### config.mk
export PLATFORM = sky130hd
export DESIGN_NAME = utf8_to_cp1252_converter_unit
export DESIGN_NICKNAME = d
export VERILOG_FILES = /design/src/rtl/u2c_pkg.sv /design/src/rtl/utf8_to_cp1252_converter_unit.sv /design/src/rtl/u2c_front.sv /design/src/rtl/u2c_fifo.sv /design/src/rtl/u2c_back.sv
export SDC_FILE = /design/constraint.sdc
export NUM_CORES = 1
export LEC_CHECK = 0
export BUFFER_PORTS_ARGS = -buffer_cell sky130_fd_sc_hd__clkbuf_2
export CORE_MARGIN = 4
export CORE_UTILIZATION = 45
export DETAILED_ROUTE_END_ITERATION = 7
export PLACE_DENSITY = 0.71
export RECOVER_POWER = 25
export REMOVE_ABC_BUFFERS = 1
export SKIP_LAST_GASP = 1
export SYNTH_ARGS = -nofsm -noshare
export SYNTH_HDL_FRONTEND = slang
export SYNTH_SLANG_ARGS = --single-unit
### constraint.sdc
create_clock -name clk -period 6.29 [get_ports clk]
set_clock_uncertainty 0.1 [all_clocks]
set_input_delay 0.3145 -clock clk [delete_from_list [all_inputs] [get_ports clk]]
set_output_delay 0.3145 -clock clk [all_outputs]
set_load 0.02 [all_outputs]
### src/rtl/u2c_pkg.sv
// Shared types, constants and lead byte decode for the UTF-8 to cp1252 converter.
// No dependencies.
package u2c_pkg;

  localparam int unsigned U2C_QUEUE_DEPTH = 4;

  typedef struct packed {
    logic [7:0] in_byte;
    logic       end_of_text;
  } u2c_in_t;

  typedef struct packed {
    logic [7:0] out_byte;
    logic       last_of_run;
    logic       text_done;
  } u2c_out_t;

  // A finished run: bytes to decode, lead first, and how many are valid
  typedef struct packed {
    logic [3:0][7:0] bytes;
    logic [2:0]      count;
    logic            eot;
  } u2c_job_t;

  typedef struct packed {
    logic     push;
    u2c_job_t job;
  } u2c_qwr_t;

  typedef struct packed {
    logic     valid;
    u2c_job_t job;
  } u2c_qrd_t;

  // Sequence length announced by a lead byte; 0 when it is no lead
  function automatic logic [2:0] lead_len(input logic [7:0] c);
    logic [2:0] len;
    begin
      if (!c[7])                    len = 3'd1;
      else if (c[7:5] == 3'b110)    len = 3'd2;
      else if (c[7:4] == 4'b1110)   len = 3'd3;
      else if (c[7:3] == 5'b11110)  len = 3'd4;
      else                          len = 3'd0;
      return len;
    end
  endfunction

endpackage

### src/rtl/utf8_to_cp1252_converter_unit.sv
// UTF-8 to Windows-1252 converter. Takes one UTF-8 byte per cycle (push/full)
// and delivers cp1252 words through a queue-style output (empty/pop). A byte that
// completes a sequence yields its word via the queue; a byte that ends the text
// in mid-sequence flushes up to three words, one per cycle, from the back decoder.
// The run queue (QUEUE_DEPTH runs) lets the input keep streaming during such a
// flush; full rises only when the queue fills. Sustained rate is one byte per cycle
// as long as each byte yields at most one word and the consumer pops every cycle.
// Depends on u2c_pkg, u2c_front, u2c_fifo and u2c_back.
module utf8_to_cp1252_converter_unit #(
  parameter int unsigned QUEUE_DEPTH = u2c_pkg::U2C_QUEUE_DEPTH
) (
  input  logic              clk,
  input  logic              rst_n,
  input  logic              push,
  output logic              full,
  input  u2c_pkg::u2c_in_t  in_data,
  output logic              empty,
  input  logic              pop,
  output u2c_pkg::u2c_out_t out_data
);
  import u2c_pkg::*;

  u2c_qwr_t qwr;
  u2c_qrd_t qrd;
  logic     rd_pop;
  logic     accept;

  assign accept = push && !full;

  u2c_front u_front (
    .clk     (clk),
    .rst_n   (rst_n),
    .accept  (accept),
    .in_word (in_data),
    .qwr     (qwr)
  );

  u2c_fifo #(
    .DEPTH (QUEUE_DEPTH)
  ) u_fifo (
    .clk    (clk),
    .rst_n  (rst_n),
    .qwr    (qwr),
    .rd_pop (rd_pop),
    .qrd    (qrd),
    .full   (full)
  );

  u2c_back u_back (
    .clk      (clk),
    .rst_n    (rst_n),
    .qrd      (qrd),
    .rd_pop   (rd_pop),
    .pop      (pop),
    .empty    (empty),
    .out_data (out_data)
  );

endmodule

### src/rtl/u2c_front.sv
// Front part: gathers the bytes of one UTF-8 sequence and queues the finished run.
// Depends on u2c_pkg.
module u2c_front (
  input  logic             clk,
  input  logic             rst_n,
  input  logic             accept,
  input  u2c_pkg::u2c_in_t in_word,
  output u2c_pkg::u2c_qwr_t qwr
);
  import u2c_pkg::*;

  logic [2:0][7:0] held_r;
  logic [1:0]      held_cnt_r, held_cnt_nxt;
  logic [2:0]      need_r, need_nxt;

  logic [2:0] n;
  logic [2:0] need;
  logic [2:0] len;
  logic       complete;

  always_comb begin
    len      = lead_len(in_word.in_byte);
    n        = {1'b0, held_cnt_r} + 3'd1;
    need     = (held_cnt_r == 2'd0) ? ((len == 3'd0) ? 3'd1 : len) : need_r;
    complete = in_word.end_of_text || (n >= need);

    qwr.push      = accept && complete;
    qwr.job.count = n;
    qwr.job.eot   = in_word.end_of_text;
    for (int i = 0; i < 3; i++) begin
      qwr.job.bytes[i] = (2'(i) < held_cnt_r) ? held_r[i] : in_word.in_byte;
    end
    qwr.job.bytes[3] = in_word.in_byte;

    held_cnt_nxt = held_cnt_r;
    need_nxt     = need_r;
    if (accept) begin
      if (complete) begin
        held_cnt_nxt = 2'd0;
        need_nxt     = 3'd1;
      end else begin
        held_cnt_nxt = n[1:0];
        need_nxt     = need;
      end
    end
  end

  always_ff @(posedge clk) begin
    if (!rst_n) begin
      held_cnt_r <= 2'd0;
      need_r     <= 3'd1;
    end else begin
      held_cnt_r <= held_cnt_nxt;
      need_r     <= need_nxt;
    end
  end

  // hold the byte of an unfinished sequence
  always_ff @(posedge clk) begin
    if (accept && !complete) begin
      case (held_cnt_r)
        2'd0:    held_r[0] <= in_word.in_byte;
        2'd1:    held_r[1] <= in_word.in_byte;
        default: held_r[2] <= in_word.in_byte;
      endcase
    end
  end

endmodule

### src/rtl/u2c_fifo.sv
// Short run queue between the front and back parts.
// Depends on u2c_pkg.
module u2c_fifo #(
  parameter int unsigned DEPTH = u2c_pkg::U2C_QUEUE_DEPTH
) (
  input  logic              clk,
  input  logic              rst_n,
  input  u2c_pkg::u2c_qwr_t qwr,
  input  logic              rd_pop,
  output u2c_pkg::u2c_qrd_t qrd,
  output logic              full
);
  import u2c_pkg::*;

  localparam int unsigned PTR_W = (DEPTH > 1) ? $clog2(DEPTH) : 1;
  localparam int unsigned CNT_W = $clog2(DEPTH + 1);

  u2c_job_t         slot_r [DEPTH];
  logic [PTR_W-1:0] wr_ptr_r, wr_ptr_nxt;
  logic [PTR_W-1:0] rd_ptr_r, rd_ptr_nxt;
  logic [CNT_W-1:0] cnt_r, cnt_nxt;
  logic             do_wr, do_rd;

  always_comb begin
    full      = (cnt_r == CNT_W'(DEPTH));
    qrd.valid = (cnt_r != '0);
    qrd.job   = slot_r[rd_ptr_r];
    do_wr     = qwr.push && !full;
    do_rd     = rd_pop && qrd.valid;

    wr_ptr_nxt = wr_ptr_r;
    rd_ptr_nxt = rd_ptr_r;
    if (do_wr) wr_ptr_nxt = (wr_ptr_r == PTR_W'(DEPTH - 1)) ? '0 : wr_ptr_r + 1'b1;
    if (do_rd) rd_ptr_nxt = (rd_ptr_r == PTR_W'(DEPTH - 1)) ? '0 : rd_ptr_r + 1'b1;

    cnt_nxt = cnt_r;
    if (do_wr && !do_rd)      cnt_nxt = cnt_r + 1'b1;
    else if (do_rd && !do_wr) cnt_nxt = cnt_r - 1'b1;
  end

  always_ff @(posedge clk) begin
    if (!rst_n) begin
      wr_ptr_r <= '0;
      rd_ptr_r <= '0;
      cnt_r    <= '0;
    end else begin
      wr_ptr_r <= wr_ptr_nxt;
      rd_ptr_r <= rd_ptr_nxt;
      cnt_r    <= cnt_nxt;
    end
  end

  always_ff @(posedge clk) begin
    if (do_wr) slot_r[wr_ptr_r] <= qwr.job;
  end

endmodule

### src/rtl/u2c_back.sv
// Back part: walks the queue head run, one cp1252 word per cycle unless stalled.
// Depends on u2c_pkg.
module u2c_back (
  input  logic              clk,
  input  logic              rst_n,
  input  u2c_pkg::u2c_qrd_t qrd,
  output logic              rd_pop,
  input  logic              pop,
  output logic              empty,
  output u2c_pkg::u2c_out_t out_data
);
  import u2c_pkg::*;

  localparam logic [7:0] QMARK = 8'h3F;

  function automatic logic [7:0] map_cp(input logic [20:0] cp);
    logic [7:0] r;
    begin
      if (cp inside {[21'h00 : 21'h7F], [21'hA0 : 21'hFF]}) begin
        r = cp[7:0];
      end else begin
        case (cp)
          21'h20AC: r = 8'h80;
          21'h201A: r = 8'h82;
          21'h0192: r = 8'h83;
          21'h201E: r = 8'h84;
          21'h2026: r = 8'h85;
          21'h2020: r = 8'h86;
          21'h2021: r = 8'h87;
          21'h02C6: r = 8'h88;
          21'h2030: r = 8'h89;
          21'h0160: r = 8'h8A;
          21'h2039: r = 8'h8B;
          21'h0152: r = 8'h8C;
          21'h017D: r = 8'h8E;
          21'h2018: r = 8'h91;
          21'h2019: r = 8'h92;
          21'h201C: r = 8'h93;
          21'h201D: r = 8'h94;
          21'h2022: r = 8'h95;
          21'h2013: r = 8'h96;
          21'h2014: r = 8'h97;
          21'h02DC: r = 8'h98;
          21'h2122: r = 8'h99;
          21'h0161: r = 8'h9A;
          21'h203A: r = 8'h9B;
          21'h0153: r = 8'h9C;
          21'h017E: r = 8'h9E;
          21'h0178: r = 8'h9F;
          default:  r = QMARK;
        endcase
      end
      return r;
    end
  endfunction

  logic [1:0] pos_r, pos_nxt;
  logic [1:0] k_r, k_nxt;
  logic       vld_r, vld_nxt;
  u2c_out_t   out_r, out_nxt;

  logic [7:0]  c, b1, b2, b3;
  logic [2:0]  len;
  logic [3:0]  span;
  logic        whole;
  logic [20:0] cp;
  logic [2:0]  adv;
  logic [2:0]  next_pos;
  logic        done;
  logic        load;

  always_comb begin
    c    = qrd.job.bytes[pos_r];
    b1   = qrd.job.bytes[pos_r + 2'd1];
    b2   = qrd.job.bytes[pos_r + 2'd2];
    b3   = qrd.job.bytes[pos_r + 2'd3];
    len  = lead_len(c);
    span = {2'b00, pos_r} + {1'b0, len};
    whole = (len >= 3'd2) && (span <= {1'b0, qrd.job.count});

    adv = 3'd1;
    if (!c[7]) begin
      cp = {13'd0, c};
    end else if (whole) begin
      adv = len;
      case (len)
        3'd2:    cp = {10'd0, c[4:0], b1[5:0]};
        3'd3:    cp = {5'd0, c[3:0], b1[5:0], b2[5:0]};
        default: cp = {c[2:0], b1[5:0], b2[5:0], b3[5:0]};
      endcase
    end else begin
      cp = {13'd0, QMARK};
    end

    next_pos = {1'b0, pos_r} + adv;
    done     = (next_pos >= qrd.job.count) || (k_r == 2'd2);
    load     = qrd.valid && (!vld_r || pop);
    rd_pop   = load && done;

    out_nxt             = out_r;
    out_nxt.out_byte    = map_cp(cp);
    out_nxt.last_of_run = done;
    out_nxt.text_done   = qrd.job.eot;

    pos_nxt = pos_r;
    k_nxt   = k_r;
    vld_nxt = vld_r;
    if (load) begin
      vld_nxt = 1'b1;
      pos_nxt = done ? 2'd0 : next_pos[1:0];
      k_nxt   = done ? 2'd0 : k_r + 2'd1;
    end else if (pop) begin
      vld_nxt = 1'b0;
    end

    empty    = !vld_r;
    out_data = out_r;
  end

  always_ff @(posedge clk) begin
    if (!rst_n) begin
      pos_r <= 2'd0;
      k_r   <= 2'd0;
      vld_r <= 1'b0;
    end else begin
      pos_r <= pos_nxt;
      k_r   <= k_nxt;
      vld_r <= vld_nxt;
    end
  end

  // result word register; hold while the consumer stalls
  always_ff @(posedge clk) begin
    if (load) out_r <= out_nxt;
  end

endmodule

Word-level counts from Yosys, hierarchy flattened --
Memories as Yosys holds them, arrays and structs flattened. A register that Yosys moved wholly into a read port is not among the register bits. Cells that the tools add are included.
Word-level totals: register bits 51, latch bits 0, RAM bits 144, ROM bits 0, input bits 13, output and inout port bits 12, word-level logic and storage cells 154, memories kept 1
Operators by class: add/subtract/negate cells 11, multipliers 0, div/mod/pow operators 0, $lt $le $gt $ge 15, equal/unequal tests 40, shift-type cells 0, mux-type cells 42, bitwise gates (word level) 1, reduce and logical (&&, ||, !) cells 30
Memory list:
- u_fifo.slot_r | depth 4, bits a word 36, rd ports 1, clocked after memory_dff 1, write ports 1, line u2c_fifo.sv:18 | u2c_job_t slot_r [DEPTH];
Operators with widths (number):
- $eq A21 B14 Y1 const B | 17
- $pmux W8 S27 | 1
- $eq A21 B9 Y1 const B | 8
- $bmux W8 S2 | 4
- $mux W3 | 15
- $eq A21 B10 Y1 const B | 2
- $mux W21 | 2
- $pmux W21 S2 | 1
- $mux W8 | 5
- $ge A21 B1 Y1 const B | 1
- $ge A21 B8 Y1 const B | 1
- $le A21 B7 Y1 const B | 1
- $le A21 B8 Y1 const B | 1
- $mux W6 | 3
- $mux W2 | 7
- $logic_and A1 B1 Y1 | 12
- $lt A2 B3 Y1 const B | 4
- $eq A5 B5 Y1 const B | 2
- $eq A3 B3 Y1 const B | 3
- $add A2 B1 Y2 const B | 4
- $eq A4 B4 Y1 const B | 2
- $eq A2 B2 Y1 const B | 3
- $eq A3 B2 Y1 const B | 2
- $ge A3 B3 Y1 | 2
- 21 further kinds | 36

Longest topological paths before layout --
Gate-level depths: netlist of run 1.
word-level depth 20, gate-level depth with buffers 32, gate-level depth less buffers 28

By module --
From an unflattened synthesis of run 1, not the netlist that was laid out.
Second synthesis, totals: cells, all modules 702, area, all modules 10356.2 um^2
By module, submodules not included:
- u2c_fifo | instances 1, cells each 239, area each 5730.5 um^2, sequential area each 4504.3 um^2
- u2c_back | instances 1, cells each 354, area each 3128.0 um^2, sequential area each 400.4 um^2
- u2c_front | instances 1, cells each 108, area each 1483.9 um^2, sequential area each 820.8 um^2
- utf8_to_cp1252_converter_unit | instances 1, cells each 1, area each 13.8 um^2, sequential area each 0.0 um^2

Least setup slack after synthesis of run 1 --
OpenSTA, ideal clock, no wires.
kind register to register, start point reg with a tool-made name, end point reg u_fifo.cnt_r[2], setup time 76 ps, data arrival time 6454 ps, required time 6114 ps, slack -339 ps, cell stages (with the launch flop) 31, path buffers 3, clock period less this slack 6629 ps, path through dfxtp_1 > buf_6 > buf_12 > mux4_2 > mux2_4 > nor2_1 > or2_2 > nand3_1 > nand2_1 > ha_1 > fa_1 > ha_1 > nor2b_1 > o21ai_0 > a32oi_1 > nor3_2 > and2_0 > buf_2 > nand2_1 > ha_1 > fa_1 > ha_1 > a21o_1 > a211o_1 > nand2_1 > ha_1 > inv_1 > fa_1 > xor2_1 > or3_1 > a21boi_0
RTL lines:
- to (signal assigned) | line u2c_fifo.sv:49 | cnt_r <= cnt_nxt;
- to (decl) | line u2c_fifo.sv:21 | logic [CNT_W-1:0] cnt_r, cnt_nxt;

==> results of run 1 <==
## flip-flops by register name, summed over array words and instances, names as in the netlist, named ones only
signal and cells:
u_back.k_r 2, u_back.out_data 10, u_back.pos_r 2, u_front.held_cnt_r 2
u_front.need_r 3, u_fifo.wr_ptr_r 2, u_fifo.rd_ptr_r 2, u_fifo.slot_r 144
u_back.vld_r 1, u_front.held_r 24, u_fifo.cnt_r 3
## power by group through the flow
stage	combinational [mW]	sequential, mW	clock, mW
5_1_grt	2.81	1.68	1.12
4_1_cts	2.46	1.67	1.07
3_5_place_dp	2.44	1.69	0
3_3_place_gp	2.42	1.69	0
2_1_floorplan	1.54	1.77	0
6_report	2.59	1.67	1.06
## path summary, 6_finish.rpt
path / slack (ns) / start / depth (start not counted) / to
hold reg to reg: 0.41 / u_back.k_r[1] / 2 / u_back.k_r[1]
setup / recovery: 0.20 / u_fifo.slot_r[1][25] / 26 / u_fifo.cnt_r[2]
setup reg to reg: 0.20 / u_fifo.slot_r[1][25] / 26 / u_fifo.cnt_r[2]
hold / removal: 0.11 / in_data[0] / 1 / u_fifo.slot_r[1][0]
## per-layer routing
metal	GRT usage [%]	share of wire (%)
met2	32.7	48
met5	0	0
met1	27.6	44
met4	6.01	2.1
met3	3.04	5.3
## worst register-to-register path, delay by kind of cell (launching register included)
kind            cells  cell delay (ns)
buf+inv             3             0.33
mux                 1             0.51
xor+xnor            1             0.15
flops               1             0.44
simple gates        7             1.13
compound gates      7             1.24
fa+ha+maj           7             2.10
## synthesized netlist by cell type, types with 16 or more instances
cell	count
mux2_2	35
dfxtp_1	19
inv_1	17
and2_1	16
clkbuf_1	18
o21ai_0	32
a21oi_1	33
edfxtp_1	178
a22oi_1	27
nand3_1	24
ha_1	23
mux2i_1	67
mux4_2	34
nand2_1	69
nor2_1	37
nor2b_1	20
nor3_1	26
## cell type report
| cell class | instances | area (um^2) | share of cell area, % |
|---|---|---|---|
| sequential | 197 | 5740 | 45.9 |
| multi-input combinational | 612 | 5040 | 40.4 |
| timing repair buffer | 94 | 657 | 5.26 |
| clock buffer | 18 | 429 | 3.43 |
| tap | 324 | 405 | 3.24 |
| clock inverter | 14 | 154 | 1.23 |
| inverter | 19 | 71.3 | 0.571 |
## kinds of logic (layout without fill, tap and decap cells)
family | count (synthesis) | in the layout
adders and majority gates | 26 | 26
buffers and inverters | 65 | 145
xor gates and xnor gates | 7 | 7
and+or+nand+nor | 250 | 250
DFF | 197 | 197
AOI/OAI and AO/OA | 190 | 190
muxes | 139 | 139
## what timing repair did
| action | 4_1_cts | 5_1_grt |
|---|---|---|
| endpoints found under the setup margin | 1 | 5 |
| pin swaps | 1 | 13 |
| gates cloned | 0 | 1 |
| hold buffers | 0 | 0 |
| buffers inserted | 1 | 7 |
| gates resized for setup | 4 | 24 |
## metrics by stage
stage,total power [mW],worst slack (ns)
finish,5.32,0.198
global route,5.61,-0.0979
CTS,5.20,0.000361
detailed placement,4.14,-0.0455
global placement,4.11,0.121
floorplan,3.31,-2.52
## placed cells by master, fill, tap and decap left out, types with 5 or more instances in the layout
cell type and instances:
buf_4 65, nor4_1 11, clkbuf_16 18, and2_1 12, a32oi_1 6, a22oi_2 5, mux2i_1 67, nor3_1 24
a22o_1 8, dfxtp_1 16, nand3_1 22, mux2_2 31, clkbuf_1 22, a21oi_1 32, nor2_1 35, o21ai_0 31
nor2b_1 19, nand2_1 66, nand2b_1 7, o211ai_1 12, nand4_1 9, a22oi_1 25, edfxtp_1 178, inv_1 17
mux4_2 34, ha_1 19, a211oi_1 7
==> results.py, run 1 <==
metrics = {
    "floorplanning": {
        "core_um2": 24200,
        "ioPinCount": 25,
        "row_count": 57,
        "die_area_um2": 27200,
        "die_height_um": 165,
        "die_w_um": 165,
        "initial_core_util_pct": 45.7,
    },
    "critical_path": {
        "cp.buffers_inverters": 3,
        "cp_top_family": "adder cells",
        "start_kind": "flop",
        "critPathMaxStageDelay_ns": 0.51,
        "critical_path.max_fanout": 4,
        "end_kind": "flop",
        "cpMaxStageDelayCell": "mux4_2",
        "critPathKind": "flop to flop",
        "cp.arrival_ns": 6.35,
        "worstPathRequired_ns": 6.55,
    },
    "clock_tree": {
        "cts_tree": "built",
        "cts_buffers": 17,
        "clkTransAtPathRegs_ns": 0.08,
        "clkLatencyLatePin_ns": 0.43,
        "cts.path.max_buffers": 2,
        "cts_htree_levels": 4,
        "root_buffer": "clkbuf_16",
        "clock_sinks": 197,
    },
    "finish": {
        "layout-drive-gt1-share_pct": 23.5,
        "area_delta_synth_final_pct": 12.8,
        "fin_nets": 980,
        "design_area_um2": 12500,
        "diodes": 0,
        "fin_cells": 1278,
        "final_util_pct": 51.5,
        "num-fill-cells": 2086,
    },
    "synth": {
        "synth_area_per_cell_um2": 12.7,
        "yosysUniqueCellTypes": 85,
        "synthMuxAreaShare_pct": 16.9,
        "syn-instance-count": 874,
        "synth-seq-cells": 197,
        "synth-simple-area-share_pct": 11.5,
        "synth-async-reset-ratio_pct": 0,
        "synth_compound_area_share_pct": 12.4,
        "synth_largest_area_cell": "edfxtp_1",
        "synth_edf_count": 178,
        "yosysSeqAreaShare_pct": 51.7,
        "synth_flop_cell": "edfxtp_1",
        "syn_area_um2": 11100,
        "synthXorXnorAreaFrac_pct": 0.554,
        "yosys-top-cells-area": "edfxtp_1 (48%), mux4_2 (6.9%), mux2i_1 (6.1%)",
        "yosys.area_share.adder_pct": 3.14,
        "synth.top_cell.area_share_pct": 48.3,
        "synth_top_family_by_area": "multiplexers",
        "yosys_warnings": 0,
    },
    "flow_run": {
        "cap_violations": 0,
    },
    "placed_design": {
        "place_congestion": 0.978,
        "hpwl_mm": 19.2,
        "port_buffers": 24,
        "placed_area_um2": 11800,
        "dp_cells": 1237,
    },
    "timing": {
        "final.setup.tns_ns": 0,
        "maxSlewHeadroom_pct": 18.1,
        "tightest_slew_ns": 1.22,
        "max_freq_mhz": 164,
        "finalCriticalPeriod_ns": 6.09,
        "whs_ns": 0.113,
        "finalHoldViolations": 0,
        "maxSlewViolCount": 0,
        "rsz0062_at_grt": "true",
        "period_share_pct": 96.9,
        "setup-violations-final": 0,
    },
    "drt": {
        "wirelength_mm": 27.3,
        "drtPass1Iterations": 7,
        "drt_iter0_markers": 994,
        "wl_per_cell_um": 21.3,
        "drtAntennaViolNets": 0,
        "drt-vias-per-instance": 6.10,
        "route.detailed.drc": 0,
        "vias": 7790,
    },
    "global_routing": {
        "grt_pass1_vias": 7587,
        "overflow": 0,
        "grt_max_degree": 37,
        "grtUsageTotal_pct": 20.0,
        "antenna_found_initial": 0,
        "grt_pass1_wl_mm": 42.0,
    },
    "power_and_ir_drop": {
        "vdd_drop_max_v": 0.000223,
        "p_int_mw": 3.14,
        "switchingPower_mw": 2.17,
        "pwr-share-comb_pct": 48.8,
        "p_leak_nw": 4.14,
        "power-per-cell-area_nw_per_um2": 425,
        "power_frac_seq_pct": 31.3,
        "switching_share_pct": 40.8,
        "p_clk_share_pct": 19.9,
    },
    "worst_hold_path": {
        "hp-class": "input pin to flop",
    },
    "outcome": {
        "status": "finished, final reports clean",
    },
}
Power figures use the tool's default switching activity.
==> run 2, diff against run 1 <==
--- a/config.mk
+++ b/config.mk
@@ -9,7 +9,7 @@
 export CORE_MARGIN = 4
 export CORE_UTILIZATION = 45
 export DETAILED_ROUTE_END_ITERATION = 7
-export PLACE_DENSITY = 0.71
+export PLACE_DENSITY = 0.72
 export RECOVER_POWER = 25
 export REMOVE_ABC_BUFFERS = 1
 export SKIP_LAST_GASP = 1
==> results.py, run 2 (synthesis gave the netlist of run 1 again) <==
metrics = {
    "placed_design": {
        "post-place-ws_ns": -0.0845,
        "place_congestion": 0.964,
        "port_buffers": 24,
        "placed_area_um2": 11800,
        "hpwl_mm": 19.1,
    },
    "critical_path": {
        "critPathKind": "flop to flop",
        "start_kind": "flop",
        "critPathMaxStageDelay_ns": 0.58,
        "cp_top_family": "adder cells",
        "critical_path.max_fanout": 6,
        "timing.rr.end": "u_fifo.cnt_r[2]",
        "rr_worst_depth": 27,
        "cp.buffers_inverters": 1,
        "worstPathRequired_ns": 6.56,
        "cp.arrival_ns": 6.44,
        "ff2ff_setup_slack_ns": 0.13,
        "cpMaxStageDelayCell": "fa_2",
        "end_kind": "flop",
    },
    "global_routing": {
        "grt_pass1_wl_mm": 42.6,
        "grt_max_degree": 37,
        "antenna_found_initial": 0,
        "grt_pass1_vias": 7689,
        "grtUsageTotal_pct": 20.2,
        "overflow": 0,
    },
    "drt": {
        "wl_per_cell_um": 21.2,
        "drtAntennaViolNets": 0,
        "wirelength_mm": 27.2,
        "drt_iter0_markers": 1216,
        "drt-vias-per-instance": 6.13,
        "drtPass1Iterations": 6,
        "vias": 7842,
        "route.detailed.drc": 0,
    },
    "finish": {
        "regMostFlops": "u_fifo.slot_r",
        "layout-drive-gt1-share_pct": 22.6,
        "diodes": 0,
        "final_cell_mix": "edfxtp_1 (178), nand2_1 (68), buf_4 (68)",
        "final_util_pct": 51.5,
        "area_delta_synth_final_pct": 12.8,
        "design_area_um2": 12500,
        "final_common_cell": "edfxtp_1",
        "fin_nets": 982,
        "num-fill-cells": 2058,
        "largest_reg_flops": 144,
    },
    "floorplanning": {
        "die_w_um": 165,
        "ioPinCount": 25,
        "row_count": 57,
        "die_height_um": 165,
        "die_area_um2": 27200,
        "initial_core_util_pct": 45.7,
        "core_um2": 24200,
    },
    "power_and_ir_drop": {
        "power_frac_seq_pct": 31.2,
        "p_clk_share_pct": 21.0,
        "vdd_drop_max_v": 0.000224,
        "p_leak_nw": 4.16,
        "pwr-share-comb_pct": 47.8,
        "p_int_mw": 3.14,
        "switchingPower_mw": 2.18,
        "power-per-cell-area_nw_per_um2": 426,
        "switching_share_pct": 41.0,
    },
    "outcome": {
        "status": "finished, final reports clean",
    },
    "clock_tree": {
        "clock_sinks": 197,
        "clkTransAtPathRegs_ns": 0.07,
        "root_buffer": "clkbuf_16",
        "cts_tree": "built",
        "cts_buffers": 17,
        "clkLatencyLatePin_ns": 0.45,
        "cts.path.max_buffers": 2,
        "cts_htree_levels": 4,
    },
    "timing": {
        "tightest_slew_ns": 1.18,
        "max_freq_mhz": 162,
        "rsz0062_at_grt": "true",
        "period_share_pct": 98.0,
        "maxSlewHeadroom_pct": 20.9,
        "finalHoldViolations": 0,
        "setup-violations-final": 0,
        "maxSlewViolCount": 0,
        "finalCriticalPeriod_ns": 6.16,
        "setup_ws_ns": 0.126,
    },
    "flow_run": {
        "cap_violations": 0,
    },
    "worst_hold_path": {
        "min_from": "pop",
        "min_path_cells": 3,
        "hp-class": "input pin to flop",
        "min_to": "u_back.vld_r",
    },
}
## run 2: what timing repair did
action,in CTS,in global routing
hold buffers,0,0
endpoints found under the setup margin,1,4
resized for setup,4,14
pin swaps,0,7
setup buffers,0,11
## run 2: layout make-up
type	instances	area, um^2	share of cell area, %
well taps	324	405	3.25
clock inverters	14	166	1.33
clock buffers	18	450	3.61
multi-input cells	612	5000	40.0
inverters	19	71.3	0.571
flip-flops and latches	197	5730	45.9
repair buffers	96	664	5.32
## run 2: worst max path at each step
stage,start,to,cells after the start
after global placement,flop,u_fifo.cnt_r[2],28
after floorplan,u_back.pos_r[1],u_fifo.cnt_r[2],27
after global routing,flop,u_fifo.cnt_r[2],28
after CTS,flop,u_fifo.cnt_r[2],27
after detailed placement,flop,u_fifo.cnt_r[2],28
final,flop,u_fifo.cnt_r[2],27
## run 2: through the flow
| stage | hold WS [ns] | setup TNS, ns | instances | total power [mW] |
|---|---|---|---|---|
| 2_1_floorplan | 0.291 | -31.15 | 828 | 3.31 |
| 3_3_place_gp | 0.378 | 0 | 1237 | 4.11 |
| 3_5_place_dp | 0.407 | -0.0845 | 1237 | 4.14 |
| 4_1_cts | 0.0269 | 0 | 1269 | 5.25 |
| 5_1_grt | 0.109 | -0.232 | 1280 | 5.62 |
| 6_report | 0.104 | 0 | 1280 | 5.33 |
## run 2: power by group through the flow
stage	logic (mW)	registers [mW]	clock network, mW
after CTS	2.46	1.67	1.13
after global placement	2.42	1.69	0
final	2.55	1.66	1.12
after floorplan	1.54	1.77	0
after detailed placement	2.44	1.70	0
after global routing	2.76	1.68	1.19
## run 2: per-layer routing
metal	wire length [um]	up-vias	GRT usage, %
met2	13500	309	34.0
met3	1570	37	3.57
met5	0	-	0
met1	11700	3909	27.2
li1	-	3587	-
met4	447	0	5.60
## run 2: worst register-to-register path, delay by kind of cell, from the launching register on
family          cells  cell delay, ns
mux                 2            0.86
xor+xnor            1            0.16
fa+ha+maj           8            2.42
compound gates      5            0.77
buf+inv             1            0.05
flops               1            0.41
simple gates       10            1.35
